`src/rtl/core/gto_pkg.sv`:
```
`timescale 1ns / 1ps

package gto_pkg;

    // fixed field widths
    localparam int NODE_W     = 6;
    localparam int CNT_W      = 7;
    localparam int IN_DATA_W  = 16;
    localparam int IN_USER_W  = 1;
    localparam int OUT_DATA_W = 8;
    localparam int OUT_USER_W = 2;

    // input item kinds
    localparam logic FUNC_ADD = 1'b0;
    localparam logic FUNC_RUN = 1'b1;

    // one stored edge
    typedef struct packed {
        logic [NODE_W-1:0] dst;
        logic [NODE_W-1:0] src;
    } edge_t;

endpackage

```
`src/rtl/core/graph_topological_order.sv`:
```
`timescale 1ns / 1ps

// channel   dir  handshake                fields
// s_*       in   s_tvalid / s_tready      tuser: func; tdata: src_node, dst_node
// m_*       out  m_tvalid / m_tready      tdata: node_index; tlast: last;
//                                         tuser: cycle_found, edges_dropped
// cfg_*     in   cfg_wr_en (no wait)      cfg_wr_data: node_count
//
// an add-edge item is taken whenever idle; s_tready stays high between runs
// a run item zeroes the in-degree table, then sweeps the edge store through
// its single read port once to build the in-degrees and once per popped node;
// s_tready is low until the last result of the run sits in the output
// register
// rst_n clears control state at once; the memories are not reset, each run zeroes the in-degree table itself
// a stalled m_tready holds the output register and the sequencer waits

module graph_topological_order #(
    parameter int MAX_NODES = 64,
    parameter int MAX_EDGES = 256
) (
    input  logic                           clk,
    input  logic                           rst_n,
    // tdata: [5:0] src_node, [11:6] dst_node, [15:12] zero
    input  logic [gto_pkg::IN_DATA_W-1:0]  s_tdata,
    // tuser: [0] func
    input  logic [gto_pkg::IN_USER_W-1:0]  s_tuser,
    input  logic                           s_tvalid,
    output logic                           s_tready,
    // tdata: [5:0] node_index, [7:6] zero
    output logic [gto_pkg::OUT_DATA_W-1:0] m_tdata,
    // tuser: [0] cycle_found, [1] edges_dropped
    output logic [gto_pkg::OUT_USER_W-1:0] m_tuser,
    output logic                           m_tlast,
    output logic                           m_tvalid,
    input  logic                           m_tready,
    input  logic                           cfg_wr_en,
    input  logic [gto_pkg::CNT_W-1:0]      cfg_wr_data
);
    import gto_pkg::*;

    localparam int NCW = $clog2(MAX_NODES + 1);
    localparam int QAW = (MAX_NODES > 1) ? $clog2(MAX_NODES) : 1;
    localparam int ECW = $clog2(MAX_EDGES + 1);
    localparam int EAW = (MAX_EDGES > 1) ? $clog2(MAX_EDGES) : 1;

    localparam logic [3:0] S_IDLE     = 4'd0;
    localparam logic [3:0] S_CLR      = 4'd1;
    localparam logic [3:0] S_BLD_RD   = 4'd2;
    localparam logic [3:0] S_BLD_CHK  = 4'd3;
    localparam logic [3:0] S_BLD_INC  = 4'd4;
    localparam logic [3:0] S_SEED_RD  = 4'd5;
    localparam logic [3:0] S_SEED_CHK = 4'd6;
    localparam logic [3:0] S_POP      = 4'd7;
    localparam logic [3:0] S_POP_LD   = 4'd8;
    localparam logic [3:0] S_WALK_RD  = 4'd9;
    localparam logic [3:0] S_WALK_CHK = 4'd10;
    localparam logic [3:0] S_WALK_DEC = 4'd11;
    localparam logic [3:0] S_DONE     = 4'd12;
    localparam logic [3:0] S_CYC      = 4'd13;
    localparam logic [3:0] S_EMIT_RD  = 4'd14;
    localparam logic [3:0] S_EMIT_LD  = 4'd15;

    logic [3:0]        state_reg, state_next;
    logic [CNT_W-1:0]  node_count_reg;
    logic [ECW-1:0]    edge_total_reg, edge_total_next;
    logic              ovf_reg, ovf_next;
    logic [NCW-1:0]    head_reg, head_next;
    logic [NCW-1:0]    tail_reg, tail_next;
    logic [NCW-1:0]    idx_reg, idx_next;
    logic [ECW-1:0]    eidx_reg, eidx_next;
    logic [NODE_W-1:0] cur_reg, cur_next;

    logic              out_valid_reg, out_valid_next;
    logic [NODE_W-1:0] out_node_reg, out_node_next;
    logic              out_last_reg, out_last_next;
    logic              out_cyc_reg, out_cyc_next;
    logic              out_drop_reg, out_drop_next;

    // memories
    edge_t             edge_mem [MAX_EDGES];
    edge_t             edge_rd_reg;
    logic [ECW-1:0]    indeg_mem [MAX_NODES];
    logic [ECW-1:0]    indeg_rd_reg;
    logic [NODE_W-1:0] queue_mem [MAX_NODES];
    logic [NODE_W-1:0] queue_rd_reg;

    logic              edge_we;
    edge_t             edge_wdata;
    logic              indeg_we;
    logic [QAW-1:0]    indeg_waddr;
    logic [ECW-1:0]    indeg_wdata;
    logic [QAW-1:0]    indeg_raddr;
    logic              queue_we;
    logic [NODE_W-1:0] queue_wdata;
    logic [QAW-1:0]    queue_raddr;

    logic [CNT_W-1:0]  n_act;
    logic              in_accept;
    logic              out_free;
    logic              add_ok;
    logic              rd_edge_ok;
    logic [NODE_W-1:0] in_src;
    logic [NODE_W-1:0] in_dst;

    // active node count, clamped to 1..MAX_NODES
    always_comb
    begin
        if (node_count_reg == '0)
            n_act = CNT_W'(1);
        else if (node_count_reg > CNT_W'(MAX_NODES))
            n_act = CNT_W'(MAX_NODES);
        else
            n_act = node_count_reg;
    end

    assign in_src     = s_tdata[NODE_W-1:0];
    assign in_dst     = s_tdata[2*NODE_W-1:NODE_W];
    assign s_tready   = (state_reg == S_IDLE);
    assign in_accept  = s_tvalid && s_tready;
    assign out_free   = !out_valid_reg || m_tready;
    assign add_ok     = ({1'b0, in_src} < n_act) && ({1'b0, in_dst} < n_act);
    assign rd_edge_ok = ({1'b0, edge_rd_reg.src} < n_act) && ({1'b0, edge_rd_reg.dst} < n_act);

    // memory address selection
    assign edge_wdata  = '{dst: in_dst, src: in_src};
    assign indeg_raddr = (state_reg == S_SEED_RD) ? idx_reg[QAW-1:0]
                                                  : edge_rd_reg.dst[QAW-1:0];
    assign queue_raddr = (state_reg == S_POP) ? head_reg[QAW-1:0] : idx_reg[QAW-1:0];

    // sequencer
    always_comb
    begin
        state_next      = state_reg;
        edge_total_next = edge_total_reg;
        ovf_next        = ovf_reg;
        head_next       = head_reg;
        tail_next       = tail_reg;
        idx_next        = idx_reg;
        eidx_next       = eidx_reg;
        cur_next        = cur_reg;
        out_valid_next  = out_valid_reg && !m_tready;
        out_node_next   = out_node_reg;
        out_last_next   = out_last_reg;
        out_cyc_next    = out_cyc_reg;
        out_drop_next   = out_drop_reg;
        edge_we         = 1'b0;
        indeg_we        = 1'b0;
        indeg_waddr     = edge_rd_reg.dst[QAW-1:0];
        indeg_wdata     = '0;
        queue_we        = 1'b0;
        queue_wdata     = edge_rd_reg.dst;

        case (state_reg)
            S_IDLE:
            begin
                if (in_accept)
                begin
                    if (s_tuser[0] == FUNC_RUN)
                    begin
                        idx_next   = '0;
                        state_next = S_CLR;
                    end
                    else if (add_ok)
                    begin
                        if (edge_total_reg == ECW'(MAX_EDGES))
                            ovf_next = 1'b1;
                        else
                        begin
                            edge_we         = 1'b1;
                            edge_total_next = edge_total_reg + ECW'(1);
                        end
                    end
                end
            end
            // zero the in-degree table
            S_CLR:
            begin
                indeg_we    = 1'b1;
                indeg_waddr = idx_reg[QAW-1:0];
                indeg_wdata = '0;
                idx_next    = idx_reg + NCW'(1);
                if (idx_reg == NCW'(MAX_NODES - 1))
                begin
                    eidx_next  = '0;
                    state_next = S_BLD_RD;
                end
            end
            // rebuild in-degrees from the edge store
            S_BLD_RD:
            begin
                if (eidx_reg == edge_total_reg)
                begin
                    idx_next   = '0;
                    state_next = S_SEED_RD;
                end
                else
                    state_next = S_BLD_CHK;
            end
            S_BLD_CHK:
            begin
                if (rd_edge_ok)
                    state_next = S_BLD_INC;
                else
                begin
                    eidx_next  = eidx_reg + ECW'(1);
                    state_next = S_BLD_RD;
                end
            end
            S_BLD_INC:
            begin
                indeg_we    = 1'b1;
                indeg_wdata = indeg_rd_reg + ECW'(1);
                eidx_next   = eidx_reg + ECW'(1);
                state_next  = S_BLD_RD;
            end
            // queue the zero in-degree nodes in index order
            S_SEED_RD:
            begin
                if (CNT_W'(idx_reg) == n_act)
                    state_next = S_POP;
                else
                    state_next = S_SEED_CHK;
            end
            S_SEED_CHK:
            begin
                if (indeg_rd_reg == '0)
                begin
                    queue_we    = 1'b1;
                    queue_wdata = NODE_W'(idx_reg);
                    tail_next   = tail_reg + NCW'(1);
                end
                idx_next   = idx_reg + NCW'(1);
                state_next = S_SEED_RD;
            end
            // pop the next node
            S_POP:
            begin
                if (head_reg == tail_reg)
                    state_next = S_DONE;
                else
                    state_next = S_POP_LD;
            end
            S_POP_LD:
            begin
                cur_next   = queue_rd_reg;
                head_next  = head_reg + NCW'(1);
                eidx_next  = '0;
                state_next = S_WALK_RD;
            end
            // walk the out-edges of the popped node in arrival order
            S_WALK_RD:
            begin
                if (eidx_reg == edge_total_reg)
                    state_next = S_POP;
                else
                    state_next = S_WALK_CHK;
            end
            S_WALK_CHK:
            begin
                if (rd_edge_ok && (edge_rd_reg.src == cur_reg))
                    state_next = S_WALK_DEC;
                else
                begin
                    eidx_next  = eidx_reg + ECW'(1);
                    state_next = S_WALK_RD;
                end
            end
            S_WALK_DEC:
            begin
                if (indeg_rd_reg != '0)
                begin
                    indeg_we    = 1'b1;
                    indeg_wdata = indeg_rd_reg - ECW'(1);
                    if (indeg_rd_reg == ECW'(1))
                    begin
                        queue_we  = 1'b1;
                        tail_next = tail_reg + NCW'(1);
                    end
                end
                eidx_next  = eidx_reg + ECW'(1);
                state_next = S_WALK_RD;
            end
            // every node ordered or a cycle left behind
            S_DONE:
            begin
                idx_next = '0;
                if (CNT_W'(tail_reg) == n_act)
                    state_next = S_EMIT_RD;
                else
                    state_next = S_CYC;
            end
            S_CYC:
            begin
                if (out_free)
                begin
                    out_valid_next  = 1'b1;
                    out_node_next   = '0;
                    out_last_next   = 1'b1;
                    out_cyc_next    = 1'b1;
                    out_drop_next   = ovf_reg;
                    edge_total_next = '0;
                    head_next       = '0;
                    tail_next       = '0;
                    state_next      = S_IDLE;
                end
            end
            // stream the ordered queue
            S_EMIT_RD:
            begin
                state_next = S_EMIT_LD;
            end
            S_EMIT_LD:
            begin
                if (out_free)
                begin
                    out_valid_next = 1'b1;
                    out_node_next  = queue_rd_reg;
                    out_last_next  = (CNT_W'(idx_reg) == n_act - CNT_W'(1));
                    out_cyc_next   = 1'b0;
                    out_drop_next  = ovf_reg;
                    idx_next       = idx_reg + NCW'(1);
                    if (CNT_W'(idx_reg) == n_act - CNT_W'(1))
                    begin
                        edge_total_next = '0;
                        head_next       = '0;
                        tail_next       = '0;
                        state_next      = S_IDLE;
                    end
                    else
                        state_next = S_EMIT_RD;
                end
            end
            default:
            begin
                state_next = S_IDLE;
            end
        endcase
    end

    // control registers
    always_ff @(posedge clk or negedge rst_n)
    begin
        if (!rst_n)
        begin
            state_reg      <= S_IDLE;
            node_count_reg <= CNT_W'(1);
            edge_total_reg <= '0;
            ovf_reg        <= 1'b0;
            head_reg       <= '0;
            tail_reg       <= '0;
            idx_reg        <= '0;
            eidx_reg       <= '0;
            out_valid_reg  <= 1'b0;
        end
        else
        begin
            state_reg      <= state_next;
            edge_total_reg <= edge_total_next;
            ovf_reg        <= ovf_next;
            head_reg       <= head_next;
            tail_reg       <= tail_next;
            idx_reg        <= idx_next;
            eidx_reg       <= eidx_next;
            out_valid_reg  <= out_valid_next;
            if (cfg_wr_en)
                node_count_reg <= cfg_wr_data;
        end
    end

    // payload registers
    always_ff @(posedge clk)
    begin
        cur_reg      <= cur_next;
        out_node_reg <= out_node_next;
        out_last_reg <= out_last_next;
        out_cyc_reg  <= out_cyc_next;
        out_drop_reg <= out_drop_next;
    end

    // edge store
    always_ff @(posedge clk)
    begin
        if (edge_we)
            edge_mem[edge_total_reg[EAW-1:0]] <= edge_wdata;
        edge_rd_reg <= edge_mem[eidx_reg[EAW-1:0]];
    end

    // in-degree table
    always_ff @(posedge clk)
    begin
        if (indeg_we)
            indeg_mem[indeg_waddr] <= indeg_wdata;
        indeg_rd_reg <= indeg_mem[indeg_raddr];
    end

    // order queue
    always_ff @(posedge clk)
    begin
        if (queue_we)
            queue_mem[tail_reg[QAW-1:0]] <= queue_wdata;
        queue_rd_reg <= queue_mem[queue_raddr];
    end

    // output port
    assign m_tvalid = out_valid_reg;
    assign m_tdata  = OUT_DATA_W'(out_node_reg);
    assign m_tlast  = out_last_reg;
    assign m_tuser  = {out_drop_reg, out_cyc_reg};

    // checks
    a_head_le_tail: assert property (@(posedge clk) disable iff (!rst_n)
        head_reg <= tail_reg)
        else $error("queue head passed tail");

    a_tail_le_count: assert property (@(posedge clk) disable iff (!rst_n)
        CNT_W'(tail_reg) <= n_act)
        else $error("queue holds more nodes than are active");

    a_edge_total: assert property (@(posedge clk) disable iff (!rst_n)
        edge_total_reg <= ECW'(MAX_EDGES))
        else $error("edge count above store depth");

    a_cycle_item: assert property (@(posedge clk) disable iff (!rst_n)
        (m_tvalid && out_cyc_reg) |-> (out_last_reg && (out_node_reg == '0)))
        else $error("cycle item is not a single zero item");

    a_idle_after_last: assert property (@(posedge clk) disable iff (!rst_n)
        ($rose(m_tvalid) && out_last_reg) |-> (state_reg == S_IDLE))
        else $error("sequencer busy after loading the final item");

endmodule

```
`config.mk`:
```
export PLATFORM = sky130hd
export DESIGN_NAME = graph_topological_order
export DESIGN_NICKNAME = d
export VERILOG_FILES = /design/src/rtl/core/gto_pkg.sv /design/src/rtl/core/graph_topological_order.sv
export SDC_FILE = /design/constraint.sdc
export NUM_CORES = 2
export LEC_CHECK = 0
export BUFFER_PORTS_ARGS = -buffer_cell sky130_fd_sc_hd__clkbuf_2
export CORE_UTILIZATION = 40
export DETAILED_ROUTE_END_ITERATION = 8
export GPL_ROUTABILITY_DRIVEN = 1
export MAX_ROUTING_LAYER = met4
export PLACE_DENSITY = 0.51
export SLEW_MARGIN = 20
export SYNTH_ARGS = -nofsm -noshare
export SYNTH_HDL_FRONTEND = slang
export SYNTH_SLANG_ARGS = --single-unit
```
`constraint.sdc`:
```
create_clock -name clk -period 6.95 [get_ports clk]
set_clock_uncertainty 0.2 [all_clocks]
set_input_delay 1.39 -clock clk [delete_from_list [all_inputs] [get_ports clk]]
set_output_delay 1.39 -clock clk [all_outputs]
set_load 0.03 [all_outputs]
```
Word level (Yosys, flattened, before mapping)
Memory sizes are Yosys's and may differ from the RTL's. A register that Yosys moved wholly into a read port is not among the register bits.
Index checks and enable logic that the tools add are counted.
- $add $sub $neg: 8
- $lt $le $gt $ge: 5
- equal/unequal tests: 39
- multiplexer cells: 75
- bitwise operators: 1
- reduce and logical (&&, ||, !) cells: 32
- operators with widths (kind ; number):
    two-way mux 9 bit ; 11
    two-way mux 7 bit ; 12
    one-hot mux 4 bit (15 select lines) ; 1
    one-hot mux 9 bit (5 select lines) ; 1
    two-way mux 6 bit ; 7
    one-hot mux 7 bit (5 select lines) ; 1
    equality test 4 bit, second input constant ; 8
    equality test 7 bit ; 4
    < comparator 6 x 7 -> 1 bit ; 4
    two-way mux 4 bit ; 7
    one-hot mux 7 bit (4 select lines) ; 1
    adder 9 x 1 -> 9 bit, second input constant ; 3
    one-hot mux 9 bit (3 select lines) ; 1
    inequality test 2 bit, second input constant ; 13
    adder 7 x 1 -> 7 bit, second input constant ; 3
    two-way mux 1 bit ; 21
    one-hot mux 7 bit (3 select lines) ; 1
    one-hot mux 9 bit (2 select lines) ; 1
    equality test 4 x 3 -> 1 bit, second input constant ; 4
    AND reduction 5 bit ; 3
    one-hot mux 6 bit (2 select lines) ; 1
    nonzero test 5 bit ; 2
    OR reduction 2 bit ; 5
    equality test 9 x 1 -> 1 bit, second input constant ; 1
    29 further kinds ; 44
- flip-flop bits (word level): 67
- RAM bits: 4032
- input port bits: 29
- output and inout port bits: 13
- word-level logic and storage cells: 177
- memories: 3
- memory list (memory ; depth ; width ; read ports ; clocked after Yosys merged registers in ; wr ports ; RTL line ; RTL):
    edge_mem ; 256 ; 12 ; 1 ; 1 ; 1 ; graph_topological_order.sv:80 ; edge_t edge_mem [MAX_EDGES];
    indeg_mem ; 64 ; 9 ; 1 ; 1 ; 1 ; graph_topological_order.sv:82 ; logic [ECW-1:0] indeg_mem [MAX_NODES];
    queue_mem ; 64 ; 6 ; 1 ; 1 ; 1 ; graph_topological_order.sv:84 ; logic [NODE_W-1:0] queue_mem [MAX_NODES];

Longest topological paths before layout
- depth after elaboration: 11
- mapped depth: 14
- depth with buffers taken out: 10

Worst setup path after synthesis
No wires, ideal clock.
- path kind: register -> register
- from: reg indeg_rd_reg[5] (read register of indeg_mem)
- to: mem queue_mem[0][1] (data pin)
- library setup time: 0.704 ns
- arrival time: 3.899 ns
- required time: 6.046 ns
- slack: 2.147 ns
- stages on the path, launching flop included: 6
- buffers on the path: 1
- period minus slack after synthesis: 4.803 ns
- cell sequence: dfxtp_1 clkbuf_1 nor3_1 nand4_1 nand3b_1 o21ai_0
- cells in the longest elaborated chain, start to end: 3
- ends and longest elaborated chain (what ; RTL line ; RTL):
    from (decl) ; graph_topological_order.sv:83 ; logic [ECW-1:0] indeg_rd_reg;
    logical NOT 9 bit ; graph_topological_order.sv:226 ; if (indeg_rd_reg == '0)
    two-way mux 6 bit ; graph_topological_order.sv:226 ;
    two-way mux 6 bit ; graph_topological_order.sv:153 ; case (state_reg)
    named net queue_wdata[1] ; graph_topological_order.sv:94 ; logic [NODE_W-1:0] queue_wdata;
    to (decl) ; graph_topological_order.sv:84 ;
The timed path passes the listed nets, and every way through them passes these cells.

==> results.sh <==
export IMPL_leakagePower_nw=58.4
export IMPL_dr_pass1_iters=7
export IMPL_cp_slowest_cell="dfrtp_4"
export IMPL_cts_buffer_depth=4
export IMPL_worstSetupPathType="reg2reg"
export IMPL_die_height_um=638
export IMPL_hold_start="edge_total_reg[8]"
export IMPL_drv_cap=0
export IMPL_grt_pass1_wl_um=675000
export IMPL_max_slew_margin_pct=19.8
export IMPL_syn_to_final_growth_pct=14.5
export IMPL_dr_first_iter_drc_count=11100
export IMPL_final_hold_viol_count=0
export IMPL_period_needed_ns=5.20
export IMPL_cts_sinks=4126
export IMPL_worstPathBufferInverterCount=2
export IMPL_gp_congestion=0.908
export IMPL_numPlacedInstances=14100
export IMPL_hold_buffers=0
export IMPL_setup_violations=0
export IMPL_vias=87700
export IMPL_period_share_pct=74.8
export IMPL_dp_final_hpwl_um=300000
export IMPL_synth_cell_types=86
export IMPL_die_area_um2=407000
export IMPL_irDropWorstVdd_mv=0.287
export IMPL_rsz0062_at_grt="false"
export IMPL_cts_clk_slew_worst_paths_ns=0.06
export IMPL_h_tree_depth=5
export IMPL_gr_total_overflow=0
export IMPL_cpMostUsedCell="buf_4"
export IMPL_ctsResizeCount=0
export IMPL_cts_setup_buffers=0
export IMPL_largest_reg_flops=3072
export IMPL_tightestPinTransition_ns=1.18
export IMPL_synth_warnings=0
export IMPL_max_freq_ghz=0.192
export IMPL_avgSynthCellArea_um2=18.7
export IMPL_fin_hold_ws_ns=0.364
export IMPL_critical_path_arrival_ns=5.77
export IMPL_wl_per_cell_um=32.3
export IMPL_grt_use_total_pct=24.1
export IMPL_netlist_instances=8666
export IMPL_start_util_pct=40.2
export IMPL_path_delay_family="compound AO/OA/AOI/OAI gates"
export IMPL_end_kind="register"
export IMPL_crit_chain="buf_4 > and2_4 > buf_4 > a22o_1 > a211oi_1 > o41ai_1 > a31oi_1 > mux2i_1"
export IMPL_grt_pass1_vias=86400
export IMPL_synthArstFlopShare_pct=1.26
export IMPL_min_path_type="reg2reg"
export IMPL_fin_nets=9226
export IMPL_syn_area_um2=162000
export IMPL_power_density_nw_per_um2=360
export IMPL_final_cells=15000
export IMPL_pin_count=42
export IMPL_ys_seq_area_share_pct=76.3
export IMPL_status="finished, final reports clean"
export IMPL_cp_required_ns=7.52
export IMPL_cp_max_fo=29
export IMPL_regToRegStartpoint="eidx_reg[3]"
export IMPL_ys_ff_latch=4126
export IMPL_viasPerCell=5.87
export IMPL_tns_ns=0
export IMPL_synth_area_top_cells="edfxtp_1 75%, mux4_2 9.8%, mux2i_1 2.4%"
export IMPL_root_buffer="clkbuf_16"
export IMPL_antenna_found_initial=23
export IMPL_post_route_drc_count=0
export IMPL_rows=233
export IMPL_critPathLaunchType="register"
export IMPL_clk_latency_ns=1.01
export IMPL_numCtsBuffers=435
export IMPL_critical_path_startpoint="eidx_reg[3]"
export IMPL_grt_max_degree=172
export IMPL_cts_tree="built"
export IMPL_core_area_um2=403000
export IMPL_synth_top_area_cell="edfxtp_1"
export IMPL_die_x_um=638
export IMPL_synth_edf_count=4047
export IMPL_wirelength_um=484000
export IMPL_final_layout_size_suffix_gt1_share_pct=20.9
export IMPL_antenna_left=0
export IMPL_maxSlewViolCount=0
export IMPL_synthFlopType="edfxtp_1"
export IMPL_max_stage_delay_ns=0.88
export IMPL_synth_top_area_share_pct=75.1
export IMPL_numPortBuffers=35
[synthesized netlist by cell type (all sizes together) (13+ instances only)]
| library cell | number |
|---|---|
| nand2b | 19 |
| dfrtp | 51 |
| a22o | 40 |
| o21ai | 113 |
| nand2 | 710 |
| a221oi | 55 |
| nand4 | 47 |
| inv | 28 |
| a211oi | 67 |
| o221ai | 66 |
| o211ai | 15 |
| nor2b | 24 |
| clkbuf | 220 |
| a22oi | 142 |
| nor2 | 525 |
| nor3 | 60 |
| mux4 | 705 |
| mux2 | 27 |
| o22ai | 60 |
| ha | 32 |
| o31ai | 18 |
| nand3 | 273 |
| dfxtp | 27 |
| a21oi | 216 |
| mux2i | 394 |
| a32oi | 28 |
| a31oi | 80 |
| a2111oi | 38 |
| xnor2 | 23 |
| buf | 292 |
| edfxtp | 4047 |
| xor2 | 13 |
| nor4 | 19 |
| a32o | 16 |
[routing by layer]
layer / up-vias / wire, µm / GRT usage, % / part of all wire (%)
li1: 36300 / - / - / -
met3: 728 / 36700 / 3.68 / 7.6
met1: 46900 / 202000 / 33.0 / 42
met2: 3748 / 229000 / 37.5 / 47
met4: 0 / 16100 / 7.15 / 3.3
met5: - / 0 / - / 0
[path summary, 6_finish.rpt]
kind,endpoint,slack (ns),cells after the start
setup / recovery,edge_rd_reg[6],1.75,8
min in group asynchronous,node_count_reg[1],0.38,2
setup reg to reg,edge_rd_reg[6],1.75,8
max in group asynchronous,eidx_reg[0],5.47,2
hold / removal,edge_total_reg[8],0.36,1
hold reg to reg,edge_total_reg[8],0.36,1
[area by class of cell]
class                   instances  area [µm²]
inverters                      31         118
diodes                         20        50.0
multi-input cells            3998       36200
clock inverters               244        2420
repair buffers                573        4870
well taps                    5405        6760
flip-flops and latches       4126      123000
clock buffers                 556       11500
fillers                     34100      217000
[cells in the final DEF, fill, tap and decap left out, types with 25 or more instances in the layout]
master        n
mux2i_1     387
mux2_2       25
clkinv_2     75
clkbuf_16   438
buf_4       496
ha_1         32
o22ai_1      60
a211oi_1     64
clkinv_1    100
nand3_1     261
a22oi_1     142
a221oi_1     55
nand4_1      47
a22o_1       40
nand2_1     706
o21ai_0     108
a21oi_1     209
a2111oi_0    36
a31oi_1      80
bufinv_16    38
o221ai_1     66
clkbuf_1    109
edfxtp_1   4047
a32oi_1      28
mux4_2      705
dfxtp_1      27
nor2_1      514
nor3_1       57
buf_12       41
inv_1        26
dfrtp_1      44
[cells by family (layout without fill, tap and decap cells)]
group | Yosys count | in the layout | share of synthesized area (%)
flops | 4126 | 4126 | 76.3
simple gates | 1758 | 1758 | 4.73
mux | 1126 | 1126 | 12.5
compound gates | 1044 | 1044 | 4.50
buf+inv | 543 | 1404 | 1.60
xor+xnor | 36 | 36 | 0.195
fa+ha+maj | 32 | 32 | 0.248
other cells | 1 | 22 | 0.00232
[stage by stage]
stage / utilization, % / cell area, µm² / worst slack, ns / power [mW]
2_1_floorplan: - / 162000 / 2.15 / 38.3
3_3_place_gp: 42.5 / 171000 / 1.09 / 44.3
3_5_place_dp: 42.5 / 171000 / 1.15 / 44.4
4_1_cts: 46.0 / 185000 / 1.90 / 67.2
5_1_grt: 46.0 / 185000 / 1.58 / 68.8
6_report: 46.0 / 185000 / 1.75 / 66.6
[where the power goes]
part           internal (mW)  switching (mW)
logic                   5.45            9.49
clock network           13.1            9.75
registers               28.4           0.461
[worst reg2reg max path, cell delays in order (launching register included)]
cell	delay, ns
dfrtp_4	0.88
buf_4	0.44
and2_4	0.73
buf_4	0.48
a22o_1	0.29
a211oi_1	0.09
o41ai_1	0.83
a31oi_1	0.32
mux2i_1	0.71
No activity file was read; power rests on OpenSTA's default activity.
